## src/rtl/vwsd_pkg.sv

```systemverilog
// Package for the video word stream deframer: payload structs, register
// indexes, reset values and the bit positions of the capture word.
// No dependencies.
`default_nettype none
package vwsd_pkg;

  // Default width of the stored line number.
  localparam int unsigned LINE_BITS_DEFAULT = 12;

  // Configuration port geometry.
  localparam int unsigned CFG_INDEX_BITS = 2;
  localparam int unsigned CFG_DATA_BITS  = 12;

  // Register indexes.
  localparam logic [CFG_INDEX_BITS-1:0] REG_ACTIVE_WIDTH      = 2'd0;
  localparam logic [CFG_INDEX_BITS-1:0] REG_ACTIVE_HEIGHT     = 2'd1;
  localparam logic [CFG_INDEX_BITS-1:0] REG_ROW_SHIFT_LINE    = 2'd2;
  localparam logic [CFG_INDEX_BITS-1:0] REG_EXEMPT_START_LINE = 2'd3;

  // Register reset values.
  localparam logic [11:0] ACTIVE_WIDTH_RESET      = 12'd324;
  localparam logic [11:0] ACTIVE_HEIGHT_RESET     = 12'd257;
  localparam logic [11:0] ROW_SHIFT_LINE_RESET    = 12'd20;
  localparam logic [11:0] EXEMPT_START_LINE_RESET = 12'h013;

  // Capture word layout.
  localparam int unsigned COUNT_LSB       = 24;
  localparam int unsigned COUNT_MSB       = 30;
  localparam int unsigned SYNC_BIT        = 16;
  localparam int unsigned FRAME_START_BIT = 15;
  localparam int unsigned BLANK_BIT       = 9;

  // Column counter width and the value at which it stops.
  localparam int unsigned COL_BITS  = 13;
  localparam logic [COL_BITS-1:0] COL_LIMIT = 13'd4096;

  typedef struct packed {
    logic [11:0] active_width;
    logic [11:0] active_height;
    logic [11:0] row_shift_line;
    logic [11:0] exempt_start_line;
  } cfg_t;

  typedef struct packed {
    logic [31:0] data_word;
    logic        end_of_transfer;
  } in_item_t;

  typedef struct packed {
    logic        pixel_write;
    logic [11:0] pixel_row;
    logic [11:0] pixel_column;
    logic [15:0] pixel_value;
    logic        frame_done;
    logic        sequence_error;
    logic [6:0]  received_count;
    logic [6:0]  expected_count;
    logic        transfer_end;
  } out_item_t;

endpackage
`default_nettype wire

```

## src/rtl/vwsd_cfg_regs.sv

```systemverilog
// Configuration register file of the deframer.
// Depends on vwsd_pkg.
`default_nettype none
module vwsd_cfg_regs
  import vwsd_pkg::*;
(
  input  wire logic                      clk,
  input  wire logic                      rst,
  input  wire logic                      cfg_valid,
  output logic                           cfg_ready,
  input  wire logic [CFG_INDEX_BITS-1:0] cfg_index,
  input  wire logic [CFG_DATA_BITS-1:0]  cfg_data,
  output cfg_t                           cfg
);

  // Writes are taken in any cycle.
  assign cfg_ready = 1'b1;

  // Register writes, one register per transaction.
  always_ff @(posedge clk) begin
    if (rst) begin
      cfg.active_width      <= ACTIVE_WIDTH_RESET;
      cfg.active_height     <= ACTIVE_HEIGHT_RESET;
      cfg.row_shift_line    <= ROW_SHIFT_LINE_RESET;
      cfg.exempt_start_line <= EXEMPT_START_LINE_RESET;
    end else if (cfg_valid) begin
      case (cfg_index)
        REG_ACTIVE_WIDTH:      cfg.active_width      <= cfg_data;
        REG_ACTIVE_HEIGHT:     cfg.active_height     <= cfg_data;
        REG_ROW_SHIFT_LINE:    cfg.row_shift_line    <= cfg_data;
        REG_EXEMPT_START_LINE: cfg.exempt_start_line <= cfg_data;
        default: ;
      endcase
    end
  end

endmodule
`default_nettype wire

```

## src/rtl/vwsd_core.sv

```systemverilog
// Input register, deframing state and the per-word decode logic.
// Depends on vwsd_pkg.
`default_nettype none
module vwsd_core
  import vwsd_pkg::*;
#(
  parameter int unsigned LINE_BITS = LINE_BITS_DEFAULT
) (
  input  wire logic clk,
  input  wire logic rst,
  input  cfg_t      cfg,
  input  wire logic in_valid,
  output logic      in_ready,
  input  in_item_t  in_data,
  output logic      res_valid,
  input  wire logic res_ready,
  output out_item_t res_data
);

  // Compare width: wide enough for both the line field and the registers.
  localparam int unsigned CMP_BITS = (LINE_BITS > 12) ? LINE_BITS : 12;

  logic                 held;
  in_item_t             item;
  logic                 advance;

  logic [6:0]           next_count;
  logic                 in_blanking;
  logic [COL_BITS-1:0]  column_counter;
  logic [LINE_BITS-1:0] line_number;

  logic [6:0]           received;
  logic                 sync;
  logic                 blank_next;
  logic [LINE_BITS-1:0] line_next;
  logic [COL_BITS-1:0]  col_cur;
  logic [COL_BITS-1:0]  column_counter_next;
  logic [CMP_BITS-1:0]  line_ext;
  logic [CMP_BITS-1:0]  prev_line_ext;
  logic [CMP_BITS-1:0]  row_full;
  logic [COL_BITS-1:0]  col_minus;
  logic                 write;

  // Input register: loaded when empty or when the held transaction moves on.
  assign in_ready  = !held || res_ready;
  assign advance   = held && res_ready;
  assign res_valid = held;

  always_ff @(posedge clk) begin
    if (rst) begin
      held <= 1'b0;
    end else if (in_ready) begin
      held <= in_valid;
    end
  end

  always_ff @(posedge clk) begin
    if (in_ready && in_valid) begin
      item <= in_data;
    end
  end

  // Decode of the held word against the current state.
  always_comb begin
    received      = item.data_word[COUNT_MSB:COUNT_LSB];
    sync          = item.data_word[SYNC_BIT];
    blank_next    = sync ? item.data_word[BLANK_BIT] : in_blanking;
    line_next     = sync ? item.data_word[LINE_BITS-1:0] : line_number;
    col_cur       = sync ? '0 : column_counter;
    line_ext      = CMP_BITS'(line_next);
    prev_line_ext = CMP_BITS'(line_number);

    write = !blank_next && (col_cur != '0)
         && (col_cur <= COL_BITS'(cfg.active_width))
         && (line_ext != '0)
         && (line_ext <= CMP_BITS'(cfg.active_height));

    if (line_ext > CMP_BITS'(cfg.row_shift_line)) begin
      row_full = line_ext - CMP_BITS'(2);
    end else begin
      row_full = line_ext - CMP_BITS'(1);
    end
    col_minus = col_cur - COL_BITS'(1);

    if (!blank_next && (col_cur < COL_LIMIT)) begin
      column_counter_next = col_cur + COL_BITS'(1);
    end else begin
      column_counter_next = col_cur;
    end

    res_data.pixel_write    = write;
    res_data.pixel_row      = write ? row_full[11:0] : 12'd0;
    res_data.pixel_column   = write ? col_minus[11:0] : 12'd0;
    res_data.pixel_value    = write ? item.data_word[15:0] : 16'd0;
    res_data.frame_done     = sync && item.data_word[FRAME_START_BIT]
                           && (prev_line_ext != CMP_BITS'(cfg.exempt_start_line));
    res_data.sequence_error = (received != next_count);
    res_data.received_count = received;
    res_data.expected_count = next_count;
    res_data.transfer_end   = item.end_of_transfer;
  end

  // Deframing state advances once per transaction passed on.
  always_ff @(posedge clk) begin
    if (rst) begin
      next_count     <= '0;
      in_blanking    <= 1'b0;
      column_counter <= '0;
      line_number    <= '0;
    end else if (advance) begin
      next_count     <= received + 7'd1;
      in_blanking    <= blank_next;
      column_counter <= column_counter_next;
      line_number    <= line_next;
    end
  end

endmodule
`default_nettype wire

```

## src/rtl/vwsd_out_reg.sv

```systemverilog
// Result register between the decode logic and the output channel.
// Depends on vwsd_pkg.
`default_nettype none
module vwsd_out_reg
  import vwsd_pkg::*;
(
  input  wire logic clk,
  input  wire logic rst,
  input  wire logic res_valid,
  output logic      res_ready,
  input  out_item_t res_data,
  output logic      out_valid,
  input  wire logic out_ready,
  output out_item_t out_data
);

  // Takes a new result when empty or when the held one leaves this cycle.
  assign res_ready = !out_valid || out_ready;

  always_ff @(posedge clk) begin
    if (rst) begin
      out_valid <= 1'b0;
    end else if (res_ready) begin
      out_valid <= res_valid;
    end
  end

  always_ff @(posedge clk) begin
    if (res_ready && res_valid) begin
      out_data <= res_data;
    end
  end

endmodule
`default_nettype wire

```

## src/rtl/video_word_stream_deframer.sv

```systemverilog
// Top level of the video word stream deframer.
// Depends on vwsd_pkg, vwsd_cfg_regs, vwsd_core and vwsd_out_reg.
//
//   Channel   Signals                                    Direction
//   in        in_valid, in_ready, in_data (in_item_t)    into the block
//   out       out_valid, out_ready, out_data (out_item_t) out of the block
//   cfg       cfg_valid, cfg_ready, cfg_index, cfg_data  into the block
//
// Each word passes from input to output through the input register, where it
// is decoded against the line and column state, and then the result register.
// One word per cycle holds with no output stall; the state update is a single
// compare and increment path. A stall on the output holds both registers, and
// the input accepts again as soon as the result register frees up.
// Reset (rst, synchronous) clears state and valid flags; data is not reset.
`default_nettype none
module video_word_stream_deframer
  import vwsd_pkg::*;
#(
  parameter int unsigned LINE_BITS = LINE_BITS_DEFAULT
) (
  input  wire logic                      clk,
  input  wire logic                      rst,
  input  wire logic                      in_valid,
  output logic                           in_ready,
  input  in_item_t                       in_data,
  output logic                           out_valid,
  input  wire logic                      out_ready,
  output out_item_t                      out_data,
  input  wire logic                      cfg_valid,
  output logic                           cfg_ready,
  input  wire logic [CFG_INDEX_BITS-1:0] cfg_index,
  input  wire logic [CFG_DATA_BITS-1:0]  cfg_data
);

  cfg_t      cfg;
  logic      res_valid;
  logic      res_ready;
  out_item_t res_data;

  // Configuration registers.
  vwsd_cfg_regs u_cfg_regs (
    .clk       (clk),
    .rst       (rst),
    .cfg_valid (cfg_valid),
    .cfg_ready (cfg_ready),
    .cfg_index (cfg_index),
    .cfg_data  (cfg_data),
    .cfg       (cfg)
  );

  // Decode and state.
  vwsd_core #(
    .LINE_BITS (LINE_BITS)
  ) u_core (
    .clk       (clk),
    .rst       (rst),
    .cfg       (cfg),
    .in_valid  (in_valid),
    .in_ready  (in_ready),
    .in_data   (in_data),
    .res_valid (res_valid),
    .res_ready (res_ready),
    .res_data  (res_data)
  );

  // Result register.
  vwsd_out_reg u_out_reg (
    .clk       (clk),
    .rst       (rst),
    .res_valid (res_valid),
    .res_ready (res_ready),
    .res_data  (res_data),
    .out_valid (out_valid),
    .out_ready (out_ready),
    .out_data  (out_data)
  );

endmodule
`default_nettype wire
```

## config.mk

```make
export PLATFORM = sky130hd
export DESIGN_NAME = video_word_stream_deframer
export DESIGN_NICKNAME = d
export VERILOG_FILES = /design/src/rtl/vwsd_pkg.sv /design/src/rtl/vwsd_cfg_regs.sv /design/src/rtl/vwsd_core.sv /design/src/rtl/vwsd_out_reg.sv /design/src/rtl/video_word_stream_deframer.sv
export SDC_FILE = /design/constraint.sdc
export NUM_CORES = 1
export LEC_CHECK = 0
export BUFFER_PORTS_ARGS = -buffer_cell sky130_fd_sc_hd__buf_2
export CAP_MARGIN = 30
export CORE_UTILIZATION = 52
export CTS_CLUSTER_SIZE = 10
export DETAILED_ROUTE_END_ITERATION = 10
export GPL_TIMING_DRIVEN = 0
export PLACE_DENSITY = 0.76
export SLEW_MARGIN = 20
export SYNTH_ARGS = -nofsm -noshare
export SYNTH_HDL_FRONTEND = slang
export SYNTH_SLANG_ARGS = --single-unit
```

## constraint.sdc

```tcl
create_clock -name clk -period 3.1 [get_ports clk]
set_input_delay 0.31 -clock clk [delete_from_list [all_inputs] [get_ports clk]]
set_output_delay 0.31 -clock clk [all_outputs]
set_load 0.01 [all_outputs]
```

Word level (Yosys, flattened, before mapping) --
Index checks and enable logic that the tools add are counted.
Word-level totals: RAM bits 0, word-level logic and storage cells 61, latch bits 0, bits in read-only memories 0, output and inout bits 61, memories 0, register bits after elaboration 173
Cells by class: order comparisons 4, reductions and logical operators 21, bitwise operators 0, multiply operators 0, divide/modulo/power cells 0, shifts and indexed selects 0, eq/ne operators 5, add/subtract/negate cells 5, mux-type cells 5
Operators with widths (count):
- $mux W13 | 2
- $mux W12 | 2
- $sub A12 B1 Y12 const B | 2
- $add A13 B1 Y13 const B | 1
- $le A13 B12 Y1 | 1
- $lt A13 B13 Y1 const B | 1
- $reduce_bool A13 Y1 | 1
- $gt A12 B12 Y1 | 1
- $le A12 B12 Y1 | 1
- $ne A12 B12 Y1 | 1
- $reduce_bool A12 Y1 | 1
- $sub A12 B2 Y12 const B | 1
- $logic_and A1 B1 Y1 | 9
- $reduce_and A2 Y1 | 4
- $add A7 B1 Y7 const B | 1
- $ne A7 B7 Y1 | 1
- $eq A2 B2 Y1 const B | 2
- $logic_not A1 Y1 | 3
- $eq A2 B1 Y1 const B | 1
- $logic_not A2 Y1 | 1
- $logic_or A1 B1 Y1 | 2
- $mux W1 | 1

Depth between registers and ports, before layout --
word-level depth 6, depth in mapped cells 15

Cells and area by module --
A second synthesis with hierarchy kept.
Unflattened totals: cell total of the unflattened synthesis 790, area, all modules 8174.1 um^2
Modules (own cells, without submodules):
- vwsd_core | times used 1, cells an instance 545, area an instance 4433.0 um^2
- vwsd_cfg_regs | times used 1, cells an instance 182, area an instance 1944.4 um^2
- vwsd_out_reg | times used 1, cells an instance 63, area an instance 1796.7 um^2

Worst setup path after synthesis --
OpenSTA, ideal clock, no wires.
path type register to register, from register u_core.item[17] (netlist bit), to register, netlist name u_out_reg.out_data[55], period minus slack after synthesis 3.391 ns, setup slack -0.291 ns, cell stages (with the launch flop) 16, library setup time 0.260 ns, arrival 3.132 ns, buffers on the path 5, cells stage by stage edfxtp_1 buf_4 buf_4 buf_2 buf_2 mux2i_1 inv_1 ha_1 and2_1 o21ai_0 a21boi_0 o41a_1 buf_2 mux2i_2 nand3_1 nor3b_1
On the way: elaborated cells between the ends (all ways) 16, those cells by class 2 x add/sub; 3 x order compare; 4 x mux; 7 x reduce/logical
RTL lines:
- from (decl) | RTL line vwsd_core.sv:24 | in_item_t item;
- from (signal assigned) | RTL line vwsd_core.sv:59 | item <= in_data;
- $mux W12 * | RTL line vwsd_core.sv:68 | line_next = sync ? item.data_word[LINE_BITS-1:0] : line_number;
- via u_core.line_ext[3] | RTL line vwsd_core.sv:38 | logic [CMP_BITS-1:0] line_ext;
- parallel branches: the longest is 3 deep, another holds $sub A12 B1 Y12
Mark *: on every way through the listed nets, which the timed path passes. A chain may end at the register's enable or synchronous reset.

Worst setup path after layout --
from register u_core.item[17] (netlist bit), to register, netlist name u_out_reg.out_data[49]
On the way: elaborated cells between the ends (all ways) 16, those cells by class 2 x add/sub; 3 x order compare; 4 x mux; 7 x reduce/logical
RTL lines (RTL line):
- $mux W12 * | vwsd_core.sv:68
- via u_core.line_ext[7] | vwsd_core.sv:38
- parallel branches: the longest is 3 deep, another holds $gt A12 B12 Y1
Marks and branches as above.

==> impl_metrics.tcl <==
set metrics [dict create \
    outcome "complete, but fails checks" \
    violations "DRC, setup timing" \
    yosysMostFrequentCell "nand2_1" \
    die_y_um 125 \
    nFillCells 1014 \
    power_uw 5290 \
    power.internal_uw 3920 \
    crit_slowest_cell "edfxtp_1" \
    synth_top_cell_by_area "edfxtp_1" \
    tns_ns -3.05 \
    start_util_pct 53.8 \
    finalSetupViolCount 41 \
    r2r_slack_ns -0.18 \
    dr.pass1.iters 9 \
    drive_gt1_share_pct 27.1 \
    crit_buf_inv 5 \
    finalHoldViolCount 0 \
    hold_path_depth 1 \
    cp-end-kind "register" \
    portBuffers 102 \
    cp.depth 13 \
    synth_edf_count 83 \
    cts_tree "done" \
    rsz0062_at_grt "true" \
    tightest_slew_ns 0.682 \
    grt_pass1_vias 6304 \
    fin_crit_ns 3.28 \
    critPathMostFrequentCell "buf_12" \
    seq_area_um2 4150 \
    path_class "register to register" \
    clock-sinks 166 \
    grt_use_total_pct 26.5 \
    die_x_um 125 \
    cp_max_fo 6 \
    multiInputGateArea_um2 3770 \
    die_area_um2 15600 \
    io_pins 113 \
    reg2reg_from "u_core.item[17]" \
    power_frac_comb_pct 14.6 \
    worstSetupStartpointType "register" \
    yosys_most_used_dff "edfxtp_1" \
    place_inst 1096 \
    preCtsSetupSlack_ns -0.660 \
    p_clk_share_pct 38.5 \
    path_delay_family "compound AO/OA/AOI/OAI gates" \
    syn_inst 809 \
    vias 6617 \
    ys_seq_area_share_pct 52.7 \
    antenna_found_initial 0 \
    num_rows 44 \
    crit_arrival_ns 3.57 \
    max_slew_margin_pct 53.2 \
    yosys-top-cells-count "nand2_1, dfxtp_1, edfxtp_1" \
    path_cells "buf_6, buf_12, buf_12, buf_12, mux2_4, ha_4, a21oi_1, a21oi_1, o41a_1, buf_4, mux2i_2, or3_4, a21oi_2" \
    finalWirelength_um 21400 \
    r2r_end "u_out_reg.out_data[49]" \
    power.density_nw_per_um2 520 \
    final_max_slew_viol_count 0 \
    final_area_um2 10200 \
    max_stage_delay_ns 0.44 \
    synth_cell_types 58 \
    fmax_ghz 0.305 \
    drtAntennaViolNets 0 \
    leakagePower_uw 0.00395 \
    reg2regPathDepth 13 \
    coreArea_um2 14600 \
    setup_slack_ns -0.184 \
    nets 1052 \
    yosys-top-cells-area "edfxtp_1, dfxtp_1, ha_1" \
    vias_per_cell 5.71 \
    fin_cells 1159 \
    detailed_place_hpwl_um 13700 \
    drc 18 \
    crit_path_start "u_core.item[17]" \
    finalCritPeriodShare_pct 106 \
    grt_overflow 0 \
    syn_area_per_cell_um2 9.74 \
    routabilityCongestion 0.852 \
    grt_max_degree 38 \
    hold_class "primary input to register" \
    synth_top_area_share_pct 31.6 \
    drt-initial-drc-count 608 \
    root_buffer "clkbuf_16" \
    grt_pass1_wl_um 32000 \
    crit_required_ns 3.38 \
    switching_share_pct 25.9 \
    syn-cell-area_um2 7880 \
    crit_end "u_out_reg.out_data[49]" \
    yosys_warnings 0 \
    area_delta_synth_final_pct 29.0 \
    skew_ns 0.00820 \
    clk_pin_slew_ns 0.06 \
    switchingPower_uw 1370 \
    synth-seq-cells 166 \
    insertedDiodeCount 0 \
    clockBufferDepth 2 \
    drt-wirelength-per-cell_um 18.5 \
    synthesis.nets 899 \
    cts_hold_buffers 0 \
    ir_drop_v 0.000402 \
    clk_latency_ns 0.43 \
    h-tree-depth 4 \
    p_seq_share_pct 46.9 \
    placed_area_um2 8700 \
    synthArstFlopShare_pct 0 \
    drv_cap 0 \
    cts-buffers-inserted 17 \
]
==> flip-flops by register name, summed over array words and instances (netlist names), 7 cells and up <==
register / flops
u_core.next_count: 7
u_core.res_data: 8
u_core.column_counter: 13
u_core.item: 17
u_cfg_regs.cfg: 48
u_out_reg.out_data: 58
u_core.line_number: 12
==> worst reg2reg max path, cell delays in order, from the launching register on <==
cell	delay [ns]
edfxtp_1	0.44
buf_6	0.17
buf_12	0.14
buf_12	0.15
buf_12	0.15
mux2_4	0.35
ha_4	0.24
a21oi_1	0.15
a21oi_1	0.09
o41a_1	0.43
buf_4	0.17
mux2i_2	0.18
or3_4	0.35
a21oi_2	0.14
==> metal layers <==
metal / share of wire [%] / vias up / global-route usage [%]
met5: 0 / - / 0
met1: 41 / 3150 / 31.6
met4: 3.6 / 0 / 11.4
li1: - / 3109 / -
met3: 6.7 / 64 / 6.76
met2: 49 / 294 / 45.5
==> worst min path at each step <==
| stage | start | end | slack [ns] |
|---|---|---|---|
| floorplan | u_core.res_data[0] | u_out_reg.out_data[0] | 0.40 |
| global placement | u_core.res_data[0] | u_out_reg.out_data[0] | 0.40 |
| detailed placement | u_core.res_data[0] | u_out_reg.out_data[0] | 0.41 |
| CTS | in_data[28] | u_core.res_data[11] | 0.05 |
| global route | in_data[28] | u_core.res_data[11] | 0.04 |
| finish | in_data[13] | u_core.item[13] | 0.06 |
==> layout make-up <==
class | count | share of cell area, %
Buffer | 39 | 2.88
Clock buffer | 18 | 4.22
Clock inverter | 14 | 1.32
Inverter | 65 | 2.40
Multi-Input combinational cell | 539 | 37.1
Sequential cell | 166 | 40.9
Tap cell | 184 | 2.26
Timing Repair Buffer | 134 | 8.97
==> cell families (layout without fill, tap and decap cells) <==
kind of cell / count (synthesis) / in the layout / share of synthesized area, %
mux: 18 / 18 / 2.49
simple gates: 298 / 298 / 17.8
fa+ha+maj: 38 / 38 / 6.03
compound gates: 142 / 142 / 11.0
flops: 166 / 166 / 52.7
xor+xnor: 42 / 42 / 4.67
buf+inv: 104 / 270 / 5.26
other cells: 1 / 1 / 0.0476
==> power by group through the flow <==
stage	logic (µW)	clock network, µW	registers [µW]
2_1_floorplan	384	0	2530
5_1_grt	834	2140	2490
3_3_place_gp	575	0	2520
6_report	772	2040	2480
4_1_cts	657	2040	2480
3_5_place_dp	592	0	2520
==> through the flow <==
step	hold WS, ns	utilization (%)
finish	0.0583	69.4
global route	0.0395	69.4
detailed placement	0.414	59.4
global placement	0.401	59.3
floorplan	0.400	-
CTS	0.0483	65.2
==> timing repair <==
| item | CTS | global route |
|---|---|---|
| endpoints found under the setup margin | 41 | 41 |
| hold endpoints to repair | 0 | 0 |
| gates cloned | 2 | 6 |
| pin swaps | 8 | 15 |
| setup buffers | 11 | 13 |
| resized for setup | 32 | 94 |
==> cell usage in the layout (no fill, tap or decap), types with 13 or more instances in the layout <==
master       n
nor2_1      57
ha_1        29
clkbuf_16   22
nand2_1    115
buf_2      106
nor3_1      17
xnor2_1     30
o21ai_0     13
a21oi_1     61
edfxtp_1    83
clkbuf_1    24
inv_1       59
buf_4       19
a211oi_1    14
dfxtp_1     83
nor2_2      17
Note: power is estimated with default switching activity, not from simulation.
